$ cat config.mk
export PLATFORM = sky130hd
export DESIGN_NAME = round_robin_schedule_metrics_unit
export DESIGN_NICKNAME = d
export VERILOG_FILES = /design/src/rtl/rrsm_pkg.sv /design/src/rtl/rrsm_proc_ram.sv /design/src/rtl/rrsm_turn_unit.sv /design/src/rtl/round_robin_schedule_metrics_unit.sv
export SDC_FILE = /design/constraint.sdc
export NUM_CORES = 2
export LEC_CHECK = 0
export BUFFER_PORTS_ARGS = -buffer_cell sky130_fd_sc_hd__buf_2
export CAP_MARGIN = 20
export CORE_MARGIN = 5
export CORE_UTILIZATION = 55
export DETAILED_ROUTE_END_ITERATION = 12
export PLACE_DENSITY = 0.78
export SETUP_SLACK_MARGIN = 0.05
export SYNTH_ARGS = -nofsm -noshare
export SYNTH_HDL_FRONTEND = slang
export SYNTH_SLANG_ARGS = --single-unit
$ cat constraint.sdc
create_clock -name clk -period 8.45 [get_ports clk]
set_input_delay 1.69 -clock clk [delete_from_list [all_inputs] [get_ports clk]]
set_output_delay 1.69 -clock clk [all_outputs]
set_load 0.01 [all_outputs]
$ cat src/rtl/rrsm_pkg.sv
// Shared types, widths and helpers for the round robin schedule metrics unit.
`timescale 1ns / 1ps
`default_nettype none

package rrsm_pkg;

  localparam int VAL_W  = 16;
  localparam int TIME_W = 20;
  localparam int POS_W  = 4;

  // One stored process: load data plus round robin bookkeeping
  typedef struct packed {
    logic [VAL_W-1:0]  arrival;
    logic [VAL_W-1:0]  burst;
    logic [VAL_W-1:0]  rem;
    logic              done;
    logic [TIME_W-1:0] completion;
  } proc_rec_t;

  // Result of one round robin turn from the shared turn unit
  typedef struct packed {
    logic              finish;
    logic [VAL_W-1:0]  rem_next;
    logic [TIME_W-1:0] time_next;
  } turn_res_t;

  // Absolute difference of two time values
  function automatic logic [TIME_W-1:0] abs_diff(input logic [TIME_W-1:0] a,
                                                 input logic [TIME_W-1:0] b);
    abs_diff = (a > b) ? (a - b) : (b - a);
  endfunction

endpackage

`default_nettype wire

$ cat src/rtl/rrsm_proc_ram.sv
// Process record memory: one write port, one registered read port.
`timescale 1ns / 1ps
`default_nettype none

module rrsm_proc_ram
  import rrsm_pkg::*;
#(
  parameter int DEPTH = 16
) (
  input  wire logic                     clk,
  input  wire logic                     we,
  input  wire logic [$clog2(DEPTH)-1:0] waddr,
  input  wire proc_rec_t                wdata,
  input  wire logic [$clog2(DEPTH)-1:0] raddr,
  output proc_rec_t                     rdata
);

  proc_rec_t mem [DEPTH];

  // Write on enable, read every cycle through a register
  always_ff @(posedge clk) begin
    if (we) begin
      mem[waddr] <= wdata;
    end
    rdata <= mem[raddr];
  end

endmodule

`default_nettype wire

$ cat src/rtl/rrsm_turn_unit.sv
// Shared turn unit: grants one time slice to one process.
`timescale 1ns / 1ps
`default_nettype none

module rrsm_turn_unit
  import rrsm_pkg::*;
(
  input  wire logic [VAL_W-1:0]  rem,
  input  wire logic [TIME_W-1:0] elapsed,
  input  wire logic [VAL_W-1:0]  q,
  output turn_res_t              res
);

  logic [VAL_W-1:0] slice;

  // Finish when the remaining time fits in one quantum
  always_comb begin
    res.finish    = (rem <= q);
    slice         = res.finish ? rem : q;
    res.rem_next  = rem - slice;
    res.time_next = elapsed + {{(TIME_W-VAL_W){1'b0}}, slice};
  end

endmodule

`default_nettype wire

$ cat src/rtl/round_robin_schedule_metrics_unit.sv
// Top level: loads a process set, schedules it round robin, emits per-process metrics.
//
//  channel  | handshake              | payload
//  ---------+------------------------+---------------------------------------------
//  in       | in_valid / in_ready    | arrival, burst, last
//  out      | out_valid / out_ready  | position, arrival_out, burst_out, completion,
//           |                        | turnaround, waiting, final_res
//  cfg      | cfg_we (no wait)       | cfg_wdata -> quantum
//
// Load: an item is inserted in arrival order as it arrives, shifting each stored
//   entry with a later arrival up one slot through the record RAM.
// Run: turn slots go through the shared turn unit; a pass visits all n entries,
//   finished ones included; the run ends at the slot where the last process finishes.
// Output: each result is read from the record RAM, its turnaround registered, and
//   then presented; a stall on out_ready holds it.
// Reset clears control state only; the record RAM needs no clearing pass.
// in_ready is high whenever the unit is idle, between items as well as between sets;
//   a held result does not block the next load.
`timescale 1ns / 1ps
`default_nettype none

module round_robin_schedule_metrics_unit
  import rrsm_pkg::*;
#(
  parameter int MAX_PROCS = 16
) (
  input  wire logic              clk,
  input  wire logic              rst,
  input  wire logic              cfg_we,
  input  wire logic [VAL_W-1:0]  cfg_wdata,
  input  wire logic              in_valid,
  output logic                   in_ready,
  input  wire logic [VAL_W-1:0]  arrival,
  input  wire logic [VAL_W-1:0]  burst,
  input  wire logic              last,
  output logic                   out_valid,
  input  wire logic              out_ready,
  output logic [POS_W-1:0]       position,
  output logic [VAL_W-1:0]       arrival_out,
  output logic [VAL_W-1:0]       burst_out,
  output logic [TIME_W-1:0]      completion,
  output logic [TIME_W-1:0]      turnaround,
  output logic [TIME_W-1:0]      waiting,
  output logic                   final_res
);

  localparam int AW = $clog2(MAX_PROCS);
  localparam int CW = $clog2(MAX_PROCS + 1);

  typedef enum logic [8:0] {
    S_IDLE    = 9'b000000001,
    S_INS_RD  = 9'b000000010,
    S_INS_CMP = 9'b000000100,
    S_INS_PUT = 9'b000001000,
    S_RUN_RD  = 9'b000010000,
    S_RUN_EX  = 9'b000100000,
    S_OUT_RD  = 9'b001000000,
    S_OUT_TAT = 9'b010000000,
    S_OUT_WT  = 9'b100000000
  } state_t;

  state_t            state;
  logic [VAL_W-1:0]  quantum;
  logic [VAL_W-1:0]  q_eff;
  logic [CW-1:0]     count;
  logic [CW-1:0]     nproc;
  logic [CW-1:0]     fin_cnt;
  logic [AW-1:0]     ins_pos;
  logic [AW-1:0]     idx;
  logic [TIME_W-1:0] elapsed;
  logic [TIME_W-1:0] tat;
  logic [VAL_W-1:0]  hold_arr;
  logic [VAL_W-1:0]  hold_bur;
  logic              hold_last;

  logic              ram_we;
  logic [AW-1:0]     ram_waddr;
  proc_rec_t         ram_wdata;
  logic [AW-1:0]     ram_raddr;
  proc_rec_t         ram_rdata;
  proc_rec_t         new_rec;
  turn_res_t         turn;
  logic              shift_up;
  logic              out_free;
  logic              last_idx;
  logic              all_done;

  assign in_ready = (state == S_IDLE);
  assign q_eff    = (quantum == '0) ? VAL_W'(1) : quantum;
  assign shift_up = (ram_rdata.arrival > hold_arr);
  assign out_free = !out_valid || out_ready;
  assign last_idx = (idx == AW'(nproc - CW'(1)));
  assign all_done = ((fin_cnt + CW'(turn.finish)) == nproc);

  // Hold the quantum register
  always_ff @(posedge clk) begin
    if (rst) begin
      quantum <= VAL_W'(1);
    end else if (cfg_we) begin
      quantum <= cfg_wdata;
    end
  end

  rrsm_proc_ram #(
    .DEPTH (MAX_PROCS)
  ) u_ram (
    .clk   (clk),
    .we    (ram_we),
    .waddr (ram_waddr),
    .wdata (ram_wdata),
    .raddr (ram_raddr),
    .rdata (ram_rdata)
  );

  rrsm_turn_unit u_turn (
    .rem     (ram_rdata.rem),
    .elapsed (elapsed),
    .q       (q_eff),
    .res     (turn)
  );

  // Build the record of the item being inserted
  always_comb begin
    new_rec.arrival    = hold_arr;
    new_rec.burst      = hold_bur;
    new_rec.rem        = hold_bur;
    new_rec.done       = 1'b0;
    new_rec.completion = '0;
  end

  // Steer the record RAM ports
  always_comb begin
    ram_we    = 1'b0;
    ram_waddr = ins_pos;
    ram_wdata = new_rec;
    ram_raddr = (state == S_INS_RD) ? (ins_pos - AW'(1)) : idx;
    case (state)
      S_INS_CMP: begin
        ram_we    = shift_up;
        ram_wdata = ram_rdata;
      end
      S_INS_PUT: begin
        ram_we = 1'b1;
      end
      S_RUN_EX: begin
        ram_we         = !ram_rdata.done;
        ram_waddr      = idx;
        ram_wdata      = ram_rdata;
        ram_wdata.rem  = turn.rem_next;
        ram_wdata.done = turn.finish;
        if (turn.finish) begin
          ram_wdata.completion = turn.time_next;
        end
      end
      default: begin
        ram_we = 1'b0;
      end
    endcase
  end

  // Raise the result valid on a new transfer, drop it once taken
  always_ff @(posedge clk) begin
    if (rst) begin
      out_valid <= 1'b0;
    end else if (state == S_OUT_WT && out_free) begin
      out_valid <= 1'b1;
    end else if (out_ready) begin
      out_valid <= 1'b0;
    end
  end

  // Sequence load, insertion, round robin turns and result output
  always_ff @(posedge clk) begin
    if (rst) begin
      state     <= S_IDLE;
      count     <= '0;
    end else begin
      case (state)
        S_IDLE: begin
          if (in_valid) begin
            hold_arr  <= arrival;
            hold_bur  <= burst;
            hold_last <= last;
            if (count < CW'(MAX_PROCS)) begin
              ins_pos <= count[AW-1:0];
              state   <= (count == '0) ? S_INS_PUT : S_INS_RD;
            end else if (last) begin
              // Full set: drop the item but compute what is held
              nproc   <= count;
              count   <= '0;
              idx     <= '0;
              fin_cnt <= '0;
              elapsed <= '0;
              state   <= S_RUN_RD;
            end
          end
        end
        S_INS_RD: begin
          state <= S_INS_CMP;
        end
        S_INS_CMP: begin
          if (shift_up) begin
            ins_pos <= ins_pos - AW'(1);
            state   <= (ins_pos == AW'(1)) ? S_INS_PUT : S_INS_RD;
          end else begin
            state <= S_INS_PUT;
          end
        end
        S_INS_PUT: begin
          if (hold_last) begin
            nproc   <= count + CW'(1);
            count   <= '0;
            idx     <= '0;
            fin_cnt <= '0;
            elapsed <= '0;
            state   <= S_RUN_RD;
          end else begin
            count <= count + CW'(1);
            state <= S_IDLE;
          end
        end
        S_RUN_RD: begin
          state <= S_RUN_EX;
        end
        S_RUN_EX: begin
          if (!ram_rdata.done) begin
            elapsed <= turn.time_next;
            if (turn.finish) begin
              fin_cnt <= fin_cnt + CW'(1);
            end
          end
          if (!ram_rdata.done && all_done) begin
            idx   <= '0;
            state <= S_OUT_RD;
          end else begin
            idx   <= last_idx ? '0 : (idx + AW'(1));
            state <= S_RUN_RD;
          end
        end
        S_OUT_RD: begin
          state <= S_OUT_TAT;
        end
        S_OUT_TAT: begin
          tat   <= abs_diff(ram_rdata.completion, TIME_W'(ram_rdata.arrival));
          state <= S_OUT_WT;
        end
        S_OUT_WT: begin
          if (out_free) begin
            position    <= POS_W'(idx);
            arrival_out <= ram_rdata.arrival;
            burst_out   <= ram_rdata.burst;
            completion  <= ram_rdata.completion;
            turnaround  <= tat;
            waiting     <= abs_diff(tat, TIME_W'(ram_rdata.burst));
            final_res   <= last_idx;
            if (last_idx) begin
              state <= S_IDLE;
            end else begin
              idx   <= idx + AW'(1);
              state <= S_OUT_RD;
            end
          end
        end
        default: begin
          state <= S_IDLE;
        end
      endcase
    end
  end

  // Never hold more entries than the store has
  a_count_bound: assert property (@(posedge clk) disable iff (rst)
    count <= CW'(MAX_PROCS))
    else $error("loaded count exceeds capacity");

  // Every turn slot sees at least one unfinished process
  a_run_open: assert property (@(posedge clk) disable iff (rst)
    (state == S_RUN_RD || state == S_RUN_EX) |-> (fin_cnt < nproc))
    else $error("run continues with all processes finished");

  // A shift compare always has an entry below the insert point
  a_ins_pos: assert property (@(posedge clk) disable iff (rst)
    (state == S_INS_CMP) |-> (ins_pos != '0))
    else $error("insert compare at position zero");

  // A stalled result holds the sequencer in the output state
  a_out_stall: assert property (@(posedge clk) disable iff (rst)
    (state == S_OUT_WT && out_valid && !out_ready) |=> (state == S_OUT_WT))
    else $error("result overwritten while stalled");

endmodule

`default_nettype wire
==> results.json <==
{
  "status": "complete, no violations",
  "synthMuxAreaShare_pct": 12.5,
  "clock_latency_ns": 0.77,
  "gr-usage-met1_pct": 36.8,
  "yosysUniqueCellTypes": 74,
  "required_ns": 8.85,
  "rsz0062_at_grt": "no",
  "num_rows": 119,
  "fin_crit_sh_pct": 66.6,
  "hold_ws_ns": 0.489,
  "clkSinkCount": 1392,
  "synth_ff_type": "edfxtp_1",
  "synth_seq_cells": 1392,
  "io_pins": 153,
  "holdCritPathClass": "reg2reg",
  "min_period_ns": 5.63,
  "synth_top_family_by_area": "multiplexers",
  "final_antenna_net_count": 0,
  "drive_gt1_share_pct": 21.0,
  "vias_per_cell": 6.46,
  "grt_pass1_wl_mm": 216,
  "synth_fp_nets": 3600,
  "grtUsageMet2_pct": 41.2,
  "total_power_uw": 19100,
  "cp_max_fo": 22,
  "avgRoutedWirePerCell_um": 28.7,
  "synth-compound-area-share_pct": 5.99,
  "dr.first_iter.drc_count": 4466,
  "r2r-start": "quantum[4]$_SDFFE_PP0P_",
  "area_growth_pct": 12.6,
  "vias": 33300,
  "gr-total-overflow": 0,
  "cts_buffer_depth": 3,
  "fin_area_um2": 65700,
  "path_clk_slew_ns": 0.06,
  "cts_tree": "done",
  "die_area_um2": 113000,
  "crit_path_start": "quantum[4]$_SDFFE_PP0P_",
  "h-tree-depth": 4,
  "max_freq_ghz": 0.178,
  "dpl.hpwl_mm": 84.9,
  "synth_edf_count": 1292,
  "finalWirelength_mm": 147,
  "mostFrequentLayoutCells": "1,292 x edfxtp_1, 276 x mux4_2, 169 x a21oi_1",
  "grt_max_degree": 141,
  "worstPathArrival_ns": 6.03,
  "final_common_cell": "edfxtp_1",
  "cts_buffers": 137,
  "drv_slew": 0,
  "post_dp_cell_area_um2": 60900,
  "grt_pass1_vias": 32400,
  "final_hold_viol_count": 0,
  "use_met3_pct": 5.58,
  "die_width_um": 336,
  "root_buffer": "clkbuf_16",
  "finalSetupTns_ns": 0,
  "nNetsFinal": 3824,
  "grt_busiest_layer": "met2",
  "post_cts_buffers": 0,
  "drc": 0,
  "numPortBuffers": 152,
  "hold_buffers": 0,
  "worstMarginPinSlew_ns": 1.17,
  "setup.worst_path.class": "reg2reg",
  "hold_start": "u_ram.rdata[53]$_DFF_P_",
  "synthDominantCellAreaShare_pct": 66.6,
  "grt_usage_pct": 26.0,
  "end_kind": "flop",
  "synth_area_leaders": "edfxtp_1 67%, mux4_2 11%, dfxtp_1 3.4%",
  "slew_headroom_pct": 22.0,
  "core_area_um2": 105000,
  "synth_fa_ha_area_share_pct": 3.13,
  "worstSetupStartpointType": "flop",
  "die_h_um": 336,
  "ys_warn_count": 0,
  "p_leak_uw": 0.0231,
  "ir_drop_mv": 0.182,
  "antenna_found_initial": 11,
  "first_pass_iters": 6,
  "p_per_area_nw_per_um2": 290,
  "netlist_area_um2": 58300,
  "drv_cap": 0,
  "finalClockSkew_ns": 0.0522,
  "yosys.area_share.simple_pct": 4.76,
  "async_flop_share_pct": 0,
  "cts_resized": 0,
  "initial_core_util_pct": 55.4,
  "seq_area_frac_synth_pct": 70.0,
  "syn_area_per_cell_um2": 17.1,
  "synth_top_area_cell": "edfxtp_1",
  "routabilityCongestion": 0.931,
  "setup_viol": 0,
  "syn_inst": 3404,
  "synth-xor-area-share_pct": 1.25
}
-- worst paths after layout --
check	end	slack, ns	cells after the start
max	u_ram.mem[9][33]$_DFFE_PP_	2.82	21
min	arrival_out[0]$_DFFE_PP_	0.49	0
max reg2reg	u_ram.mem[9][33]$_DFFE_PP_	2.82	21
min reg2reg	arrival_out[0]$_DFFE_PP_	0.49	0
-- per-stage QoR --
| stage | std cells | setup slack [ns] | util, % |
|---|---|---|---|
| after floorplan | 3404 | 1.00 | - |
| after global placement | 4869 | 3.09 | 57.9 |
| after detailed placement | 4870 | 2.81 | 57.9 |
| after CTS | 5124 | 2.86 | 62.3 |
| after global routing | 5134 | 2.35 | 62.4 |
| final | 5144 | 2.82 | 62.4 |
-- final cells by class --
type                       count  area (um2)
antenna                       10        25.0
timing repair buffer         255        1630
tap                         1391        1740
sequential                  1392       40800
inverter                     148         556
multi-input combinational   1694       16300
fill                        7073       39600
clock buffer                 182        3740
clock inverter                72         912
-- state kept, by name (all words and copies together) (netlist names) --
name,count
quantum,16
burst_out,16
tat,20
hold_arr,16
elapsed,20
hold_bur,16
completion,20
u_ram.rdata,69
hold_last,1
out_valid,1
position,4
nproc,5
final_res,1
count,5
state,9
u_ram.mem,1104
turnaround,20
idx,4
ins_pos,4
waiting,20
arrival_out,16
fin_cnt,5
-- kinds of logic after synthesis --
kind of cell / count (synthesis)
AO/OA/AOI/OAI: 543
AND/OR/NAND/NOR: 544
adder cells (fa/ha/maj): 142
XOR/XNOR: 83
multiplexers: 382
buffers and inverters: 318
flip-flops: 1392
-- cell usage after synthesis, drive strengths merged (18+ instances only) --
cell type and n:
edfxtp 1292, mux4 276, a21oi 171, inv 148, ha 136, nor2 129
nand2 115, clkbuf 106, dfxtp 100, mux2i 100, o21ai 99, nor2b 88
a211oi 80, buf 64, a21o 55, xnor2 49, nor3 41, xor2 34
nand3 30, and2 26, nand4 21, o211ai 19, a22o 18
-- critical path: stages (launching register included) --
cell and delay (ns):
dfxtp_1 0.33, nor4_1 0.36, a41o_1 0.25, ha_1 0.14, nor2b_1 0.04, o211ai_1 0.16
a21oi_1 0.09, o31a_1 0.29, o41ai_2 0.25, buf_4 0.31, nor2_1 0.08, a21oi_1 0.19
ha_1 0.25, fa_1 0.22, nor2b_1 0.06, o21ai_0 0.21, a21oi_1 0.12, o41a_1 0.38
a41oi_1 0.45, o2bb2ai_1 0.19, xor2_1 0.09, o211ai_1 0.84
-- metal layers --
| layer | routed length [um] | part of all wire (%) |
|---|---|---|
| met1 | 56600 | 38 |
| met2 | 70700 | 48 |
| met3 | 16000 | 11 |
| met4 | 4140 | 2.8 |
| met5 | 26 | 0.018 |
-- power by group --
| part | switching, uW | internal, uW |
|---|---|---|
| combinational | 2760 | 1790 |
| sequential | 359 | 7930 |
| clock | 2650 | 3570 |
| total | 5770 | 13300 |
(Power assumes the default switching activity.)
